`config.mk`:
```
export PLATFORM = sky130hd
export DESIGN_NAME = ring_buffer_deque
export DESIGN_NICKNAME = d
export VERILOG_FILES = /design/src/rbd_pkg.sv /design/src/ring_buffer_deque.sv
export SDC_FILE = /design/constraint.sdc
export NUM_CORES = 1
export LEC_CHECK = 0
export ABC_AREA = 1
export BUFFER_PORTS_ARGS = -buffer_cell sky130_fd_sc_hd__clkbuf_2
export CELL_PAD_IN_SITES_DETAIL_PLACEMENT = 0
export CELL_PAD_IN_SITES_GLOBAL_PLACEMENT = 1
export CORE_ASPECT_RATIO = 1.25
export CORE_MARGIN = 2
export CORE_UTILIZATION = 35
export DETAILED_ROUTE_END_ITERATION = 6
export GPL_ROUTABILITY_DRIVEN = 0
export PLACE_DENSITY_LB_ADDON = 0.1
export SLEW_MARGIN = 20
export SYNTH_ARGS = -nofsm -noshare
export SYNTH_HDL_FRONTEND = slang
export SYNTH_SLANG_ARGS = --single-unit
export TNS_END_PERCENT = 1
```
`constraint.sdc`:
```
create_clock -name i_clk -period 16.71 [get_ports i_clk]
set_input_delay 0.8355 -clock i_clk [delete_from_list [all_inputs] [get_ports i_clk]]
set_output_delay 0.8355 -clock i_clk [all_outputs]
set_load 0.01 [all_outputs]
```
`src/rbd_pkg.sv`:
```
// Package for the ring buffer deque: command and status codes, word types.
`default_nettype none
package rbd_pkg;

    localparam int DATA_W = 32;
    localparam int CNT_W  = 5;

    localparam logic signed [DATA_W-1:0] INT_MIN = {1'b1, {(DATA_W-1){1'b0}}};
    localparam logic [CNT_W-1:0]         CAP_RESET = 5'd16;

    typedef enum logic [1:0] {
        CMD_INS_FRONT = 2'd0,
        CMD_INS_REAR  = 2'd1,
        CMD_REM_FRONT = 2'd2,
        CMD_REM_REAR  = 2'd3
    } t_cmd_code;

    typedef enum logic [1:0] {
        ST_DONE  = 2'd0,
        ST_FULL  = 2'd1,
        ST_EMPTY = 2'd2
    } t_status;

    typedef struct packed {
        t_cmd_code                 cmd;
        logic signed [DATA_W-1:0]  value;
    } t_item;

    typedef struct packed {
        logic signed [DATA_W-1:0]  data;
        t_status                   status;
        logic [CNT_W-1:0]          occupancy;
    } t_result;

endpackage
`default_nettype wire

```
`src/ring_buffer_deque.sv`:
```
// Top level of the ring buffer deque: control registers, ring store, result register.
`default_nettype none
// Double-ended queue of 32-bit words kept in a ring store of DEPTH words, of
// which the first "capacity" slots are in use (capacity 0 acts as 1, values
// above DEPTH act as DEPTH). A command word is taken at every rising edge
// with start high and busy low; busy stays low, so one command is taken per
// cycle, back to back. Each command gives exactly one result word, shown on
// o_result for one cycle with o_done high, in the cycle right after the
// command was taken: a removal reads the store on the accept edge through
// the store's registered read port. The receiver cannot stall; results must
// be taken when o_done is high. An insert into a full deque is refused
// (status full, data zero); a removal from an empty deque returns the most
// negative word (status empty). Every result carries the occupancy after
// the command. Writing the capacity register (always ready) empties the
// deque; write it only with no command in flight. Store contents are not
// reset and are never read before being written.
module ring_buffer_deque #(
    parameter int DEPTH = 16
) (
    input  wire                 i_clk,
    input  wire                 i_rst_n,
    // command channel
    input  wire                 start,
    output logic                busy,
    input  rbd_pkg::t_item      i_item,
    // result channel
    output logic                o_done,
    output rbd_pkg::t_result    o_result,
    // capacity register write channel
    input  wire                 i_cfg_valid,
    output logic                o_cfg_ready,
    input  wire [4:0]           i_cfg_data
);
    import rbd_pkg::*;

    localparam int AW      = $clog2(DEPTH);
    // largest ring in use: bounded by the store and by the register width
    localparam int CAP_MAX = (DEPTH < 31) ? DEPTH : 31;

    // ring store, one write and one registered read per cycle
    logic signed [DATA_W-1:0] mem [DEPTH];

    logic [CNT_W-1:0]         r_capacity;
    logic [CNT_W-1:0]         r_head, n_head;
    logic [CNT_W-1:0]         r_count, n_count;

    // result register; data of a good removal comes from the read register
    logic                     r_done;
    logic                     r_from_mem;
    logic signed [DATA_W-1:0] r_data, n_data;
    t_status                  r_status, n_status;
    logic [CNT_W-1:0]         r_occ;
    logic signed [DATA_W-1:0] r_rd_data;

    logic                     w_accept;
    logic                     w_cfg_wr;
    logic [CNT_W-1:0]         w_cap;
    logic [CNT_W:0]           w_sum;
    logic [CNT_W:0]           w_wrap;
    logic [CNT_W-1:0]         w_slot;
    logic                     w_we;
    logic                     w_re;
    // slot actually addressed this cycle (front removals use head, front inserts head - 1, rear ops the sum)
    logic [CNT_W-1:0]         w_slot_q;
    logic [AW-1:0]            w_addr;

    assign busy        = 1'b0;
    assign o_cfg_ready = 1'b1;
    assign w_accept    = start && !busy;
    assign w_cfg_wr    = i_cfg_valid && o_cfg_ready;

    // effective ring size
    always_comb begin
        if (r_capacity == '0) begin
            w_cap = CNT_W'(1);
        end else if (r_capacity > CNT_W'(CAP_MAX)) begin
            w_cap = CNT_W'(CAP_MAX);
        end else begin
            w_cap = r_capacity;
        end
    end

    // rear slot: head + count for an insert, head + count - 1 for a removal;
    // the sum stays below twice the ring size, so one subtract wraps it
    always_comb begin
        if (i_item.cmd == CMD_REM_REAR) begin
            w_sum = {1'b0, r_head} + {1'b0, r_count} - (CNT_W+1)'(1);
        end else begin
            w_sum = {1'b0, r_head} + {1'b0, r_count};
        end
        w_wrap = w_sum - {1'b0, w_cap};
        w_slot = (w_sum >= {1'b0, w_cap}) ? w_wrap[CNT_W-1:0] : w_sum[CNT_W-1:0];
    end

    always_comb begin
        n_head   = r_head;
        n_count  = r_count;
        n_data   = '0;
        n_status = ST_DONE;
        w_we     = 1'b0;
        w_re     = 1'b0;
        w_slot_q = w_slot;
        case (i_item.cmd)
            CMD_INS_FRONT, CMD_INS_REAR: begin
                if (r_count >= w_cap) begin
                    n_status = ST_FULL;
                end else begin
                    w_we    = 1'b1;
                    n_count = r_count + CNT_W'(1);
                    if (i_item.cmd == CMD_INS_FRONT) begin
                        n_head   = (r_head == '0) ? w_cap - CNT_W'(1)
                                                  : r_head - CNT_W'(1);
                        w_slot_q = n_head;
                    end
                end
            end
            CMD_REM_FRONT, CMD_REM_REAR: begin
                if (r_count == '0) begin
                    n_status = ST_EMPTY;
                    n_data   = INT_MIN;
                end else begin
                    w_re    = 1'b1;
                    n_count = r_count - CNT_W'(1);
                    if (i_item.cmd == CMD_REM_FRONT) begin
                        w_slot_q = r_head;
                        n_head   = (r_head + CNT_W'(1) == w_cap) ? '0
                                                                 : r_head + CNT_W'(1);
                    end
                end
            end
            default: begin
                n_status = ST_DONE;
            end
        endcase
    end

    assign w_addr = AW'(w_slot_q);

    always_ff @(posedge i_clk) begin
        if (w_accept && w_we) begin
            mem[w_addr] <= i_item.value;
        end
        if (w_accept && w_re) begin
            r_rd_data <= mem[w_addr];
        end
    end

    always_ff @(posedge i_clk) begin
        if (!i_rst_n) begin
            r_capacity <= CAP_RESET;
            r_head     <= '0;
            r_count    <= '0;
            r_done     <= 1'b0;
            r_from_mem <= 1'b0;
        end else begin
            r_done <= w_accept;
            if (w_cfg_wr) begin
                r_capacity <= i_cfg_data;
                r_head     <= '0;
                r_count    <= '0;
            end else if (w_accept) begin
                r_head     <= n_head;
                r_count    <= n_count;
                r_from_mem <= w_re;
            end
        end
    end

    // result payload, no reset needed
    always_ff @(posedge i_clk) begin
        if (w_accept) begin
            r_data   <= n_data;
            r_status <= n_status;
            r_occ    <= n_count;
        end
    end

    assign o_done             = r_done;
    assign o_result.data      = r_from_mem ? r_rd_data : r_data;
    assign o_result.status    = r_status;
    assign o_result.occupancy = r_occ;

endmodule
`default_nettype wire

```
==> flow_summary.toml, run 1 <==
[outcome]
status = "complete, no violations"

[logic_synthesis]
ys_warn_count = 0
ys_seq_area_share_pct = 66.6
syn_area_per_cell_um2 = 10.1
ys_ff_latch = 568
synthFlopType = "edfxtp_1"
synth_edf_count = 551
synth_top_area_cell = "edfxtp_1"
synthesis.area_um2 = 25400
synth_area_leaders = "edfxtp_1 65%, nand2_1 18%, nand3_1 5.5%, inv_1 1.9%, buf_2 1.7%"
yosysTopAreaCellShare_pct = 65.2
synth_cell_types = 41
synth_cells = 2523
ys_async_sr_fraction_pct = 0
syn_nets = 2589

[timing]
slew_viol_final = 0
fin_tns_setup_ns = 0
rsz0062_at_grt = "false"
worst_pin_slew_ns = 1.09
fmax_mhz = 149
finalCriticalPeriod_ns = 6.72
hold_viol_final = 0
slew_headroom_pct = 27.1
layout_worst_path_cycle_share_pct = 40.2
setup_violations = 0
clock_skew_ns = 0.0300

[drt]
wl_met1_um = 31900
drt-initial-drc-count = 1032
dr.pass1.iters = 5
drc = 0
vias = 17373
met3_length_um = 2650
ant_nets = 0
routed_wl_um = 73900
routed.top_layer = "met4"
wl_per_cell_um = 20.8
routed_via_density = 4.89
met2_length_um = 37700

[worst_setup_path]
path_common_cell = "ha_1"
crit_path_max_fanout = 70
critPathRequiredTime_ns = 17.01
crit_start = "r_head[0]"
slowest_stage = "inv_4"
crit_path_start_kind = "register"
r2r_slack_ns = 9.99
critical_path_class = "register to register"
critPathMaxStageDelay_ns = 0.89
cp_cell_sequence = "ha_1, fa_1, inv_1, ha_1, o21ai_0, ha_1, a21o_1, a31oi_1, nand3_2, o211ai_1, nand2_4, inv_4, nand3_1, nor2_4, buf_4"
reg2reg_from = "r_head[0]"
cp_data_arrival_time_ns = 7.01
critPathCaptureType = "register"

[cts]
numCtsBuffers = 58
cts_root_buf = "clkbuf_16"
post-cts-setup-buffers = 0
clk_path_buf_depth = 3
clkSinkCount = 568
cts_resized = 0
ctsHoldBuffers = 0
cts.reportedPaths.clkPinSlew_ns = 0.06
cts.htree.levels = 2
cts_tree = "built"
insertion_delay_ns = 0.63

[floorplan]
die_x_um = 245
fp.dieArea_um2 = 74700
ios = 85
num_rows = 110
die_y_um = 305
core_um2 = 71800
start_util_pct = 35.3

[power]
leakagePower_nw = 12.0
ir_worst_vdd_mv = 0.0906
p_per_area_nw_per_um2 = 140

[job]
max_cap_viol_count = 0

[final_layout]
syn2layout_area_growth_pct = 12.3
drive_above_1_share_pct = 9.60
final_core_util_pct = 39.7
design_area_um2 = 28500
final_nets = 2625

[placement]
place_area_um2 = 26700
port_buffers = 82
hpwl_um = 41800

[global_route]
grt_pass1_vias = 17809
overflow = 0
grt_max_degree = 160
grt_antenna_before_repair = 0
grt_pass1_wl_um = 112000
track_usage_pct = 19.9

[worst_hold_path]
min_path_type = "input pin to register"
min_from = "i_cfg_data[4]"
[cell usage after synthesis, types with 3 or more instances]
library cell and n:
xnor2_1 6, ha_1 21, edfxtp_1 551, buf_4 9
buf_2 86, inv_1 129, nand2_2 3, o21ai_1 5
nand4_1 13, nor2_1 44, dfxtp_1 17, clkbuf_1 17
o21ai_0 24, nand2_1 1203, nand3_1 280, xor2_1 11
inv_2 30, a21oi_1 22, buf_6 20
[worst max-delay path, delay by kind of cell (launching register included)]
family | cells | cell delay, ns
AND/OR/NAND/NOR | 4 | 1.96
buffers and inverters | 3 | 1.37
adder cells (fa/ha/maj) | 4 | 1.42
AO/OA/AOI/OAI | 4 | 1.19
flip-flops | 1 | 0.37
[registers in the layout (all words and copies together), names as in the netlist]
signal / cells
mem: 512
o_done: 1
r_capacity: 5
r_count: 5
r_from_mem: 1
r_head: 5
r_occ: 5
r_rd_data: 32
r_status: 2
[report_power, final]
part / total (W) / switching [W] / internal, W
registers: 0.00165 / 0.0000151 / 0.00163
logic: 0.00107 / 0.000803 / 0.000269
clock network: 0.00128 / 0.000555 / 0.000725
[worst paths after layout]
| check | to | cells past startpoint |
|---|---|---|
| max reg2reg | mem[12][19] | 15 |
| min | r_capacity[4] | 3 |
| max | mem[12][19] | 15 |
| min reg2reg | r_capacity[3] | 2 |
[layout make-up]
class	count	area, µm²
Sequential cell	568	16900
Tap cell	952	1190
Timing Repair Buffer	110	718
Fill cell	7114	43400
Clock inverter	27	282
Multi-Input combinational cell	1661	7270
Antenna cell	1	2.50
Inverter	160	603
Clock buffer	77	1540
[routing by layer]
metal / up-vias / global-route usage (%)
met1: 8548 / 25.2
met2: 331 / 35.9
li1: 8402 / -
met3: 92 / 2.35
met4: 0 / 5.16
met5: - / 0
[cells in the final DEF (no fill, tap or decap), types with 9 or more instances in the layout]
| cell type | n |
|---|---|
| clkbuf_16 | 59 |
| buf_4 | 22 |
| dfxtp_1 | 16 |
| a21oi_1 | 22 |
| nand3_1 | 280 |
| ha_1 | 21 |
| clkbuf_1 | 18 |
| nand4_1 | 13 |
| inv_1 | 129 |
| clkbuf_2 | 82 |
| clkinv_2 | 9 |
| inv_2 | 29 |
| nor2_4 | 20 |
| o21ai_0 | 24 |
| nor2_1 | 27 |
| nand2_1 | 1202 |
| xor2_1 | 11 |
| edfxtp_1 | 551 |
[cell families after synthesis]
| family | count (synthesis) | synth area share [%] |
|---|---|---|
| buf+inv | 294 | 5.50 |
| fa+ha+maj | 23 | 1.19 |
| simple gates | 1552 | 24.6 |
| compound gates | 66 | 1.46 |
| flops | 568 | 66.6 |
| xor+xnor | 17 | 0.587 |
| other cells | 2 | 0.0296 |
| mux | 1 | 0.0444 |
[stage by stage]
stage	setup WS (ns)	power (W)	hold slack, ns	instances
2_1_floorplan	11.45	0.00243	0.486	2523
3_3_place_gp	9.94	0.00277	0.514	3446
3_5_place_dp	9.93	0.00277	0.546	3451
4_1_cts	9.88	0.00407	0.398	3555
5_1_grt	9.58	0.00423	0.416	3555
6_report	9.99	0.00400	0.435	3556
No activity file was read; power rests on OpenSTA's default activity.
==> inputs of run 2 (changes only) <==
- clock period: 16.71 -> 5.9 ns (I/O delays scaled with it)
==> flow_summary.toml, run 2 (synthesized netlist as in run 1, its figures left out) <==
[outcome]
status = "finished, violations left"
failed_checks = "DRC"

[final_layout]
drive_above_1_share_pct = 10.3
final_cell_mix = "1,202 x nand2_1, 551 x edfxtp_1, 280 x nand3_1, 129 x inv_1, 82 x clkbuf_2"
top_regs = "mem: 512 flops, r_rd_data: 32 flops"
largest_reg_flops = 512
largest-register = "mem"
final_nets = 2663
final_common_cell = "nand2_1"
syn2layout_area_growth_pct = 13.8

[timing]
setup_violations = 0
layout_worst_path_cycle_share_pct = 85.5
worst_pin_slew_ns = 1.07
fin_tns_setup_ns = 0
slew_headroom_pct = 28.4
hold_viol_final = 0
rsz0062_at_grt = "false"
fmax_mhz = 198
finalCriticalPeriod_ns = 5.04
slew_viol_final = 0
clock_skew_ns = 0.0155

[cts]
cts.reportedPaths.clkPinSlew_ns = 0.06
insertion_delay_ns = 0.62
clkSinkCount = 568
numCtsBuffers = 60
cts.htree.levels = 2
cts_resized = 0
cts_root_buf = "clkbuf_16"
cts_tree = "built"
clk_path_buf_depth = 3

[drt]
routed_via_density = 4.84
drt-initial-drc-count = 1087
drc = 3
ant_nets = 0
wl_per_cell_um = 20.2
vias = 17397
dr.pass1.iters = 7
routed_wl_um = 72600

[worst_setup_path]
path_common_cell = "ha_1"
crit_path_max_fanout = 109
cp_cell_sequence = "ha_1, fa_1, inv_1, ha_1, o21ai_0, ha_1, a21o_1, a31oi_1, nand4_1, nand3_4, buf_12, nand4_1, nor2_4, buf_4"
slowest_stage = "fa_1"
critPathCaptureType = "register"
critical_path_class = "register to register"
crit_path_start_kind = "register"
critPathRequiredTime_ns = 6.17
critPathMaxStageDelay_ns = 0.52
cp_data_arrival_time_ns = 5.32

[global_route]
track_usage_pct = 19.5
grt_antenna_before_repair = 1
grt_pass1_vias = 17330
grt_max_degree = 165
overflow = 0
grt_pass1_wl_um = 110000

[power]
p_per_area_nw_per_um2 = 393
leakagePower_nw = 12.2
ir_worst_vdd_mv = 0.221
fin_total_pwr_w = 0.0114

[floorplan]
die_x_um = 245
core_um2 = 71800
fp.dieArea_um2 = 74700
die_y_um = 305
ios = 85
num_rows = 110
start_util_pct = 35.3

[placement]
hpwl_um = 39800
port_buffers = 82

[job]
max_cap_viol_count = 0

[worst_hold_path]
min_path_type = "input pin to register"
[run 2: cell types whose count changed in the layout (fill, tap and decap cells not counted), moves of 2 or more]
cell | previous run | this run
buf_16 | 3 | 0
buf_12 | 3 | 11
clkbuf_1 | 18 | 12
clkinv_1 | 8 | 18
dlygate4sd3_1 | 0 | 13
clkinvlp_4 | 3 | 1
clkbuf_16 | 59 | 61
buf_4 | 22 | 40
[run 2: area by class of cell]
class / count / area, µm²
repair buffers: 146 / 1060
well taps: 952 / 1190
clock inverters: 35 / 300
diodes: 1 / 2.50
multi-input cells: 1661 / 7270
clock buffers: 73 / 1570
inverters: 160 / 603
flip-flops and latches: 568 / 16900
fillers: 7076 / 43000
[run 2: worst paths after layout]
kind / startpoint / to / slack (ns) / cells past startpoint
setup reg to reg: r_head[0] / mem[5][16] / 0.86 / 14
setup / recovery: r_head[0] / mem[5][16] / 0.86 / 14
hold reg to reg: r_head[3] / r_head[3] / 0.62 / 2
hold / removal: start / r_occ[3] / 0.05 / 1
[run 2: stage by stage]
step	instances	cell area [µm²]	setup WS, ns	util (%)	hold slack, ns
after floorplan	2523	25400	0.638	-	0.388
after global placement	3474	26900	0.837	37.4	0.508
after detailed placement	3474	26900	0.791	37.4	0.515
after CTS	3595	28900	0.745	40.2	0.0137
after global routing	3596	28900	0.525	40.2	0.0475
final	3596	28900	0.856	40.2	0.0501
[run 2: timing repair]
action,in CTS,in global routing
setup endpoints to repair,0,0
buffers inserted,0,0
hold buffers,13,0
endpoints found under the hold margin,7,0
[run 2: per-layer routing]
layer  wire [µm]  vias up  track usage (%)
li1            -     8465                -
met5           0        -                0
met4        1390        0             4.64
met2       36200      288             34.1
met1       32800     8554             25.5
met3        2310       90             2.47
[run 2: where the power goes]
part	switching [W]	leakage [nW]	total, W	internal (W)
Sequential	0.0000403	5.12	0.00466	0.00462
Combinational	0.00220	6.16	0.00302	0.000816
Clock	0.00158	0.916	0.00367	0.00210
[run 2: worst max-delay path, delay by kind of cell (launching register included)]
family | cells | cell delay [ns]
buf+inv | 3 | 0.88
fa+ha+maj | 4 | 1.39
flops | 1 | 0.37
simple gates | 4 | 1.15
compound gates | 3 | 0.86
